===== config.mk =====
export PLATFORM = sky130hd
export DESIGN_NAME = lru_page_replacement_flat
export DESIGN_NICKNAME = d
export VERILOG_FILES = /design/src/rtl/lru_pkg.sv /design/src/rtl/lru_req_if.sv /design/src/rtl/lru_rsp_if.sv /design/src/rtl/lru_scan.sv /design/src/rtl/lru_page_replacement.sv /design/src/flat_wrapper.sv
export SDC_FILE = /design/constraint.sdc
export NUM_CORES = 1
export LEC_CHECK = 0
export BUFFER_PORTS_ARGS = -buffer_cell sky130_fd_sc_hd__buf_4
export CAP_MARGIN = 20
export CORE_MARGIN = 2
export CORE_UTILIZATION = 35
export CTS_CLUSTER_DIAMETER = 150
export DETAILED_ROUTE_END_ITERATION = 7
export GPL_ROUTABILITY_DRIVEN = 0
export PLACE_DENSITY = 0.47
export SLEW_MARGIN = 20
export SYNTH_ARGS = -nofsm -noshare
export SYNTH_HDL_FRONTEND = slang
export SYNTH_SLANG_ARGS = --single-unit

===== constraint.sdc =====
create_clock -name i_clk -period 19 [get_ports i_clk]
set_input_delay 3.8 -clock i_clk [delete_from_list [all_inputs] [get_ports i_clk]]
set_output_delay 3.8 -clock i_clk [all_outputs]
set_load 0.05 [all_outputs]

===== src/rtl/lru_pkg.sv =====
// Package for the LRU page replacement block: field widths, stored-entry
// types and the sequencer state type. Depends on nothing.
`default_nettype none

package lru_pkg;

    localparam int LRU_MAX_FRAMES = 16;

    localparam int PID_W   = 8;
    localparam int PAGE_W  = 14;
    localparam int STAMP_W = 32;
    localparam int FAULT_W = 32;
    localparam int FIDX_W  = 4;
    localparam int CFG_W   = 5;

    localparam logic [CFG_W-1:0] CFG_RESET = 5'd16;

    typedef struct packed {
        logic [PID_W-1:0]  pid;
        logic [PAGE_W-1:0] page;
    } t_tag;

    typedef struct packed {
        t_tag               tag;
        logic [STAMP_W-1:0] stamp;
    } t_entry;

    typedef enum logic [1:0] {
        ST_IDLE,
        ST_SCAN,
        ST_UPDATE
    } t_state;

endpackage

`default_nettype wire


===== src/rtl/lru_req_if.sv =====
// Request channel of the LRU page replacement block: one page reference
// per beat. Depends on lru_pkg.
`default_nettype none

interface lru_req_if import lru_pkg::*; ();
    logic              valid;
    logic              ready;
    logic [PID_W-1:0]  process_id;
    logic [PAGE_W-1:0] page_number;

    modport source (output valid, output process_id, output page_number, input ready);
    modport sink   (input valid, input process_id, input page_number, output ready);
endinterface

`default_nettype wire


===== src/rtl/lru_rsp_if.sv =====
// Response channel of the LRU page replacement block: one result per
// reference. Depends on lru_pkg.
`default_nettype none

interface lru_rsp_if import lru_pkg::*; ();
    logic               valid;
    logic               ready;
    logic               hit;
    logic [FIDX_W-1:0]  frame_index;
    logic [FAULT_W-1:0] fault_count;

    modport source (output valid, output hit, output frame_index, output fault_count,
                    input ready);
    modport sink   (input valid, input hit, input frame_index, input fault_count,
                    output ready);
endinterface

`default_nettype wire


===== src/rtl/lru_scan.sv =====
// Shared compare unit of the LRU block: looks at one frame per beat of the
// scan and keeps first match, first empty frame and oldest stamp. Uses lru_pkg.
`default_nettype none

module lru_scan import lru_pkg::*; #(
    parameter int MAX_FRAMES = LRU_MAX_FRAMES
) (
    input  wire logic          i_clk,
    input  wire logic          i_rst_n,
    input  wire logic          i_start,
    input  wire logic          i_cmp_vld,
    input  wire logic [((MAX_FRAMES > 1) ? $clog2(MAX_FRAMES) : 1)-1:0] i_cmp_idx,
    input  wire t_entry        i_entry,
    input  wire logic          i_entry_vld,
    input  wire t_tag          i_key,
    output logic               o_hit,
    output logic [((MAX_FRAMES > 1) ? $clog2(MAX_FRAMES) : 1)-1:0] o_slot
);

    localparam int IW = (MAX_FRAMES > 1) ? $clog2(MAX_FRAMES) : 1;

    logic               r_found;
    logic               r_empty;
    logic [IW-1:0]      r_hit_slot;
    logic [IW-1:0]      r_empty_slot;
    logic [IW-1:0]      r_old_slot;
    logic [STAMP_W-1:0] r_old_stamp;

    logic match;
    logic older;
    logic first;

    assign match = i_entry_vld && (i_entry.tag == i_key);
    assign older = i_entry.stamp < r_old_stamp;
    assign first = (i_cmp_idx == '0);

    always_ff @(posedge i_clk) begin
        if (!i_rst_n) begin
            r_found <= 1'b0;
            r_empty <= 1'b0;
        end else if (i_start) begin
            r_found <= 1'b0;
            r_empty <= 1'b0;
        end else if (i_cmp_vld) begin
            if (!r_found && match) begin
                r_found <= 1'b1;
            end
            if (!r_empty && !i_entry_vld) begin
                r_empty <= 1'b1;
            end
        end
    end

    always_ff @(posedge i_clk) begin
        if (i_cmp_vld) begin
            if (!r_found && match) begin
                r_hit_slot <= i_cmp_idx;
            end
            if (!r_empty && !i_entry_vld) begin
                r_empty_slot <= i_cmp_idx;
            end
            if (first || older) begin
                r_old_stamp <= i_entry.stamp;
                r_old_slot  <= i_cmp_idx;
            end
        end
    end

    always_comb begin
        o_hit = r_found;
        priority if (r_found) begin
            o_slot = r_hit_slot;
        end else if (r_empty) begin
            o_slot = r_empty_slot;
        end else begin
            o_slot = r_old_slot;
        end
    end

endmodule

`default_nettype wire


===== src/rtl/lru_page_replacement.sv =====
// Top level of the LRU page replacement block: frame memory, valid bits,
// counters and the scan sequencer. Depends on lru_pkg, lru_req_if,
// lru_rsp_if and lru_scan.
//
//   Channel   Direction  Carries
//   i_req     in         process_id, page_number (one reference per beat)
//   o_rsp     out        hit, frame_index, fault_count (one result per beat)
//   i_cfg_*   in         frames_in_use, written with i_cfg_we
//
// A reference passes from acceptance to the next acceptance through these steps,
// where N is the active frame count: N memory reads, one per frame through the
// single read port, a step to finish the last compare, one update and the
// idle state in which the next beat is taken.
// Reset clears all valid bits, both counters and sets frames_in_use to 16.
// A result waits in the output register; only the update waits on o_rsp.ready.
`default_nettype none

module lru_page_replacement import lru_pkg::*; #(
    parameter int MAX_FRAMES = LRU_MAX_FRAMES
) (
    input  wire logic             i_clk,
    input  wire logic             i_rst_n,
    input  wire logic             i_cfg_we,
    input  wire logic [CFG_W-1:0] i_cfg_wdata,
    lru_req_if.sink               i_req,
    lru_rsp_if.source             o_rsp
);

    localparam int IW = (MAX_FRAMES > 1) ? $clog2(MAX_FRAMES) : 1;
    localparam int NW = $clog2(MAX_FRAMES + 1);

    t_state                r_state;
    t_state                n_state;
    logic [CFG_W-1:0]      r_cfg;
    logic [MAX_FRAMES-1:0] r_valid;
    t_entry                r_mem [MAX_FRAMES];
    t_entry                r_rd_data;
    t_tag                  r_key;
    logic [NW-1:0]         r_rd_cnt;
    logic                  r_cmp_vld;
    logic [IW-1:0]         r_cmp_idx;
    logic [STAMP_W-1:0]    r_use_cnt;
    logic [FAULT_W-1:0]    r_faults;
    logic                  r_out_vld;
    logic                  r_out_hit;
    logic [FIDX_W-1:0]     r_out_idx;
    logic [FAULT_W-1:0]    r_out_faults;

    logic [NW-1:0]      active_n;
    logic               start;
    logic               rd_en;
    logic               upd;
    logic               scan_hit;
    logic [IW-1:0]      scan_slot;
    logic [STAMP_W-1:0] n_use_cnt;
    logic [FAULT_W-1:0] n_faults;

    always_comb begin
        priority if (r_cfg == '0) begin
            active_n = NW'(1);
        end else if (32'(r_cfg) > 32'(MAX_FRAMES)) begin
            active_n = NW'(MAX_FRAMES);
        end else begin
            active_n = NW'(r_cfg);
        end
    end

    always_ff @(posedge i_clk) begin
        if (!i_rst_n) begin
            r_state <= ST_IDLE;
        end else begin
            r_state <= n_state;
        end
    end

    always_comb begin
        n_state     = r_state;
        start       = 1'b0;
        rd_en       = 1'b0;
        upd         = 1'b0;
        i_req.ready = 1'b0;
        unique case (r_state)
            ST_IDLE: begin
                i_req.ready = 1'b1;
                if (i_req.valid) begin
                    start   = 1'b1;
                    n_state = ST_SCAN;
                end
            end
            ST_SCAN: begin
                if (r_rd_cnt == active_n) begin
                    n_state = ST_UPDATE;
                end else begin
                    rd_en = 1'b1;
                end
            end
            ST_UPDATE: begin
                if (!r_out_vld || o_rsp.ready) begin
                    upd     = 1'b1;
                    n_state = ST_IDLE;
                end
            end
            default: begin
                n_state = ST_IDLE;
            end
        endcase
    end

    always_ff @(posedge i_clk) begin
        if (!i_rst_n) begin
            r_cfg <= CFG_RESET;
        end else if (i_cfg_we) begin
            r_cfg <= i_cfg_wdata;
        end
    end

    always_ff @(posedge i_clk) begin
        if (start) begin
            r_key <= '{pid: i_req.process_id, page: i_req.page_number};
        end
    end

    always_ff @(posedge i_clk) begin
        if (!i_rst_n) begin
            r_rd_cnt  <= '0;
            r_cmp_vld <= 1'b0;
        end else begin
            r_cmp_vld <= rd_en;
            if (start) begin
                r_rd_cnt <= '0;
            end else if (rd_en) begin
                r_rd_cnt <= r_rd_cnt + NW'(1);
            end
        end
    end

    always_ff @(posedge i_clk) begin
        if (rd_en) begin
            r_cmp_idx <= r_rd_cnt[IW-1:0];
            r_rd_data <= r_mem[r_rd_cnt[IW-1:0]];
        end
    end

    lru_scan #(
        .MAX_FRAMES (MAX_FRAMES)
    ) u_scan (
        .i_clk       (i_clk),
        .i_rst_n     (i_rst_n),
        .i_start     (start),
        .i_cmp_vld   (r_cmp_vld),
        .i_cmp_idx   (r_cmp_idx),
        .i_entry     (r_rd_data),
        .i_entry_vld (r_valid[r_cmp_idx]),
        .i_key       (r_key),
        .o_hit       (scan_hit),
        .o_slot      (scan_slot)
    );

    assign n_use_cnt = (r_use_cnt == '1) ? r_use_cnt : r_use_cnt + STAMP_W'(1);
    assign n_faults  = (scan_hit || r_faults == '1) ? r_faults : r_faults + FAULT_W'(1);

    always_ff @(posedge i_clk) begin
        if (upd) begin
            r_mem[scan_slot] <= '{tag: r_key, stamp: n_use_cnt};
        end
    end

    always_ff @(posedge i_clk) begin
        if (!i_rst_n) begin
            r_valid   <= '0;
            r_use_cnt <= '0;
            r_faults  <= '0;
        end else if (upd) begin
            r_valid[scan_slot] <= 1'b1;
            r_use_cnt          <= n_use_cnt;
            r_faults           <= n_faults;
        end
    end

    always_ff @(posedge i_clk) begin
        if (!i_rst_n) begin
            r_out_vld <= 1'b0;
        end else if (upd) begin
            r_out_vld <= 1'b1;
        end else if (o_rsp.ready) begin
            r_out_vld <= 1'b0;
        end
    end

    always_ff @(posedge i_clk) begin
        if (upd) begin
            r_out_hit    <= scan_hit;
            r_out_idx    <= FIDX_W'(scan_slot);
            r_out_faults <= n_faults;
        end
    end

    assign o_rsp.valid       = r_out_vld;
    assign o_rsp.hit         = r_out_hit;
    assign o_rsp.frame_index = r_out_idx;
    assign o_rsp.fault_count = r_out_faults;

endmodule

`default_nettype wire


===== src/flat_wrapper.sv =====
// flat-port wrapper written by rule: the top's interface ports become plain ports
module lru_page_replacement_flat import lru_pkg::*;
#(
    parameter int MAX_FRAMES = LRU_MAX_FRAMES
)
  (i_clk, i_rst_n, i_cfg_we, i_cfg_wdata, i_req_valid, i_req_process_id, i_req_page_number, i_req_ready, o_rsp_valid, o_rsp_hit, o_rsp_frame_index, o_rsp_fault_count, o_rsp_ready);
  lru_req_if i_req_i ();
  lru_rsp_if o_rsp_i ();
  input  wire logic i_clk;
  input  wire logic i_rst_n;
  input  wire logic i_cfg_we;
  input  wire logic [CFG_W-1:0] i_cfg_wdata;
  input wire logic [$bits(i_req_i.valid)-1:0] i_req_valid;
  input wire logic [$bits(i_req_i.process_id)-1:0] i_req_process_id;
  input wire logic [$bits(i_req_i.page_number)-1:0] i_req_page_number;
  output wire logic [$bits(i_req_i.ready)-1:0] i_req_ready;
  output wire logic [$bits(o_rsp_i.valid)-1:0] o_rsp_valid;
  output wire logic [$bits(o_rsp_i.hit)-1:0] o_rsp_hit;
  output wire logic [$bits(o_rsp_i.frame_index)-1:0] o_rsp_frame_index;
  output wire logic [$bits(o_rsp_i.fault_count)-1:0] o_rsp_fault_count;
  input wire logic [$bits(o_rsp_i.ready)-1:0] o_rsp_ready;
  assign i_req_i.valid = i_req_valid;
  assign i_req_i.process_id = i_req_process_id;
  assign i_req_i.page_number = i_req_page_number;
  assign i_req_ready = i_req_i.ready;
  assign o_rsp_valid = o_rsp_i.valid;
  assign o_rsp_hit = o_rsp_i.hit;
  assign o_rsp_frame_index = o_rsp_i.frame_index;
  assign o_rsp_fault_count = o_rsp_i.fault_count;
  assign o_rsp_i.ready = o_rsp_ready;
  lru_page_replacement #(.MAX_FRAMES(MAX_FRAMES)) u_core (.i_clk(i_clk), .i_rst_n(i_rst_n), .i_cfg_we(i_cfg_we), .i_cfg_wdata(i_cfg_wdata), .i_req(i_req_i), .o_rsp(o_rsp_i));
endmodule

==> flow_summary.ini <==
[sta]
tns_ns = 0
slew_viol_final = 0
skew_ns = 0.0380
hold_viol_final = 0
rsz0062_at_grt = false
finalHoldWorstSlack_ns = 0.425
tightest_slew_ns = 1.10
clock.fmax_ghz = 0.158
finalCritPeriodShare = 0.334
setup_violations = 0
period_needed_ns = 6.35
slew_headroom = 0.266
fin_ws_ns = 12.65

[power_and_ir_drop]
p_leak_nw = 17.0
pwr-share-comb = 0.024
p_sw_mw = 1.06
total_power_mw = 5.19
seqPwrFrac = 0.524
pwr_density_cell_nw_per_um2 = 102
p_int_mw = 4.13
ir_drop_mv = 0.0772
power.share.clock = 0.453
switching_share = 0.205

[setup_path]
cp_cell_sequence = buf_4 -> nand2b_1 -> nand2_1 -> buf_4 -> or3b_2 -> nor2_4 -> buf_4
critPathMaxStageDelay_ns = 0.87
cp.arrival_ns = 6.67
critPathRequiredTime_ns = 19.32
cp-start-kind = primary input
critical_path.max_fanout = 36
crit_slowest_cell = nor2_4
crit_top_cell = buf_4
endpoint_kind = flop
setup.worst_path.class = in2reg

[logic_synthesis]
ys_seq_elements = 1121
syn-mean-instance-area_um2 = 19.6
ys_warn_count = 0
synthCells = 2251
synth.area.top_cells = edfxtp_1, mux4_2, dfxtp_1
synth-edff-count = 1025
synth-main-ff-cell = edfxtp_1
netlist_area_um2 = 44200
yosysSeqAreaShare = 0.740
async_flop_share = 0
synth_top_area_share = 0.697
yosysTopAreaCell = edfxtp_1
syn_nets = 2317
synth.distinct_cells = 66

[routing]
wl_per_cell_um = 24.9
first_pass_iters = 5
drc = 0
drtIter0Drc = 1717
drtAntennaViolNets = 0
drt-total-wl_um = 103000
vias = 21681
viasPerCell = 5.24

[cells_and_area]
area_growth_pct = 15.5
final_core_util = 0.407
nets = 2456
drive_above_1_share = 0.262
diodes = 0

[place]
dp_hpwl_um = 58300
port_buffers = 70
preCtsSetupSlack_ns = 11.88

[cts]
clk_pin_slew_ns = 0.06
cts-hold-fix-buffers = 0
cts_tree = built
clk-insertion-delay-late_ns = 0.72
cts_sinks = 1121
clockRootBuffer = clkbuf_16
htree_levels = 3
cts_buffer_depth = 3
cts_made_buffers = 119
ctsResizeCount = 0
cts_setup_buffers = 0

[die]
core_region_area_um2 = 125000
start_util = 0.352
die_h_um = 359
pin_count = 71
row_count = 130
dieWidth_um = 359
die_area_um2 = 129000

[global_routing]
grt_pass1_vias = 22661
antenna_found_initial = 2
track_usage = 0.160
grt_pass1_wl_um = 153000
grt-ovfl-total = 0
grt_max_degree = 133

[run_status]
status = finished, final reports clean

[flow_run]
maxCapViolCount = 0

[worst_hold_path]
hold_path_class = reg2reg
-- flip-flops by register name, summed over array words and instances (netlist names), 2 cells and up --
name,flops
u_core.r_mem,864
u_core.r_rd_data,54
u_core.o_rsp.fault_count,32
u_core.r_faults,32
u_core.r_use_cnt,32
u_core.u_scan.r_old_stamp,32
u_core.r_key,22
u_core.r_valid,16
u_core.r_cfg,5
u_core.r_rd_cnt,5
u_core.o_rsp.frame_index,4
u_core.r_cmp_idx,4
u_core.u_scan.r_empty_slot,4
u_core.u_scan.r_hit_slot,4
u_core.u_scan.r_old_slot,4
u_core.r_state,2
-- logic make-up after synthesis --
group / after synthesis / share of synthesized area
adder cells (fa/ha/maj): 34 / 0.00963
flip-flops: 1121 / 0.740
XOR/XNOR: 86 / 0.0170
buffers and inverters: 163 / 0.0155
AO/OA/AOI/OAI: 164 / 0.0231
multiplexers: 298 / 0.145
AND/OR/NAND/NOR: 385 / 0.0493
-- layout by cell type, fill, tap and decap left out, types with 4 or more instances in the layout --
| cell type | netlist | layout |
|---|---|---|
| nor3_1 | 27 | 27 |
| dfxtp_4 | 0 | 4 |
| nor2b_1 | 5 | 5 |
| bufinv_16 | 0 | 16 |
| nor4b_1 | 7 | 7 |
| and2_1 | 5 | 4 |
| clkbuf_1 | 62 | 16 |
| or3_1 | 20 | 20 |
| o21ai_0 | 28 | 28 |
| edfxtp_1 | 1025 | 1025 |
| nand4_1 | 40 | 40 |
| o41ai_1 | 5 | 4 |
| ha_1 | 34 | 34 |
| xnor2_1 | 34 | 22 |
| clkinv_1 | 0 | 31 |
| nand2_1 | 64 | 64 |
| nor3b_1 | 5 | 5 |
| nor4_1 | 23 | 23 |
| mux4_2 | 275 | 275 |
| nor2_4 | 0 | 16 |
| o31ai_1 | 30 | 30 |
| mux2i_1 | 22 | 22 |
| xnor2_2 | 0 | 12 |
| nor2_1 | 57 | 41 |
| or4_1 | 27 | 27 |
| inv_1 | 46 | 43 |
| nand2b_1 | 19 | 19 |
| buf_4 | 1 | 130 |
| a21oi_1 | 64 | 64 |
| nand3_1 | 46 | 46 |
| xor2_2 | 0 | 4 |
| dfxtp_1 | 96 | 92 |
| and3_1 | 8 | 8 |
| clkbuf_16 | 0 | 121 |
| o21a_1 | 20 | 20 |
| xor2_1 | 52 | 48 |
| clkinv_2 | 0 | 25 |
| clkinvlp_4 | 0 | 7 |
-- area by class of cell --
class	count	area, um2
clock buffer	137	3090
clock inverter	85	882
fill	11050	74400
inverter	47	178
multi-input combinational	967	11100
sequential	1121	32700
tap	1650	2060
timing repair buffer	134	1050
-- path summary, 6_finish.rpt --
check,start,to,slack [ns],cells past startpoint
max,o_rsp_ready,u_core.r_mem[2][47]$_DFFE_PP_,12.65,7
min,u_core.r_rd_data[4]$_DFFE_PP_,u_core.u_scan.r_old_stamp[4]$_DFFE_PP_,0.43,0
max reg2reg,u_core.r_rd_cnt[0]$_SDFFE_PP0P_,u_core.r_rd_data[50]$_DFFE_PP_,14.45,5
min reg2reg,u_core.r_rd_data[4]$_DFFE_PP_,u_core.u_scan.r_old_stamp[4]$_DFFE_PP_,0.43,0
-- routing by layer --
metal	global-route usage	vias to the layer above	share of wire	wire length, um
li1	-	9533	-	-
met1	0.218	11518	0.45	46000
met2	0.266	509	0.49	50500
met3	0.0258	121	0.046	4720
met4	0.0404	0	0.019	1960
met5	0	-	0	0
-- worst max-delay path, delay by kind of cell --
kind / cells / cell delay [ns]
buffers and inverters: 3 / 1.02
and+or+nand+nor: 4 / 1.78
-- per-stage QoR --
step | instance area [um2] | instances
6_report | 51000 | 4141
3_3_place_gp | 46900 | 3916
5_1_grt | 51000 | 4141
3_5_place_dp | 47000 | 3918
2_1_floorplan | 44200 | 2251
4_1_cts | 51000 | 4140
-- cell usage after synthesis (34+ instances only) --
cell,n
nand4_1,40
nand3_1,46
dfxtp_1,96
a21oi_1,64
nand2_1,64
xnor2_1,34
edfxtp_1,1025
inv_1,46
nor2_1,57
ha_1,34
xor2_1,52
mux4_2,275
clkbuf_1,62
-- power groups by stage --
stage          clock network, mW  registers, mW  logic (mW)
2_1_floorplan                  0           2.76      0.0878
3_3_place_gp                   0           2.77       0.126
3_5_place_dp                   0           2.77       0.127
4_1_cts                     2.42           2.72       0.127
5_1_grt                     2.52           2.72       0.135
6_report                    2.35           2.72       0.123
Note: power is estimated with default switching activity, not from simulation.
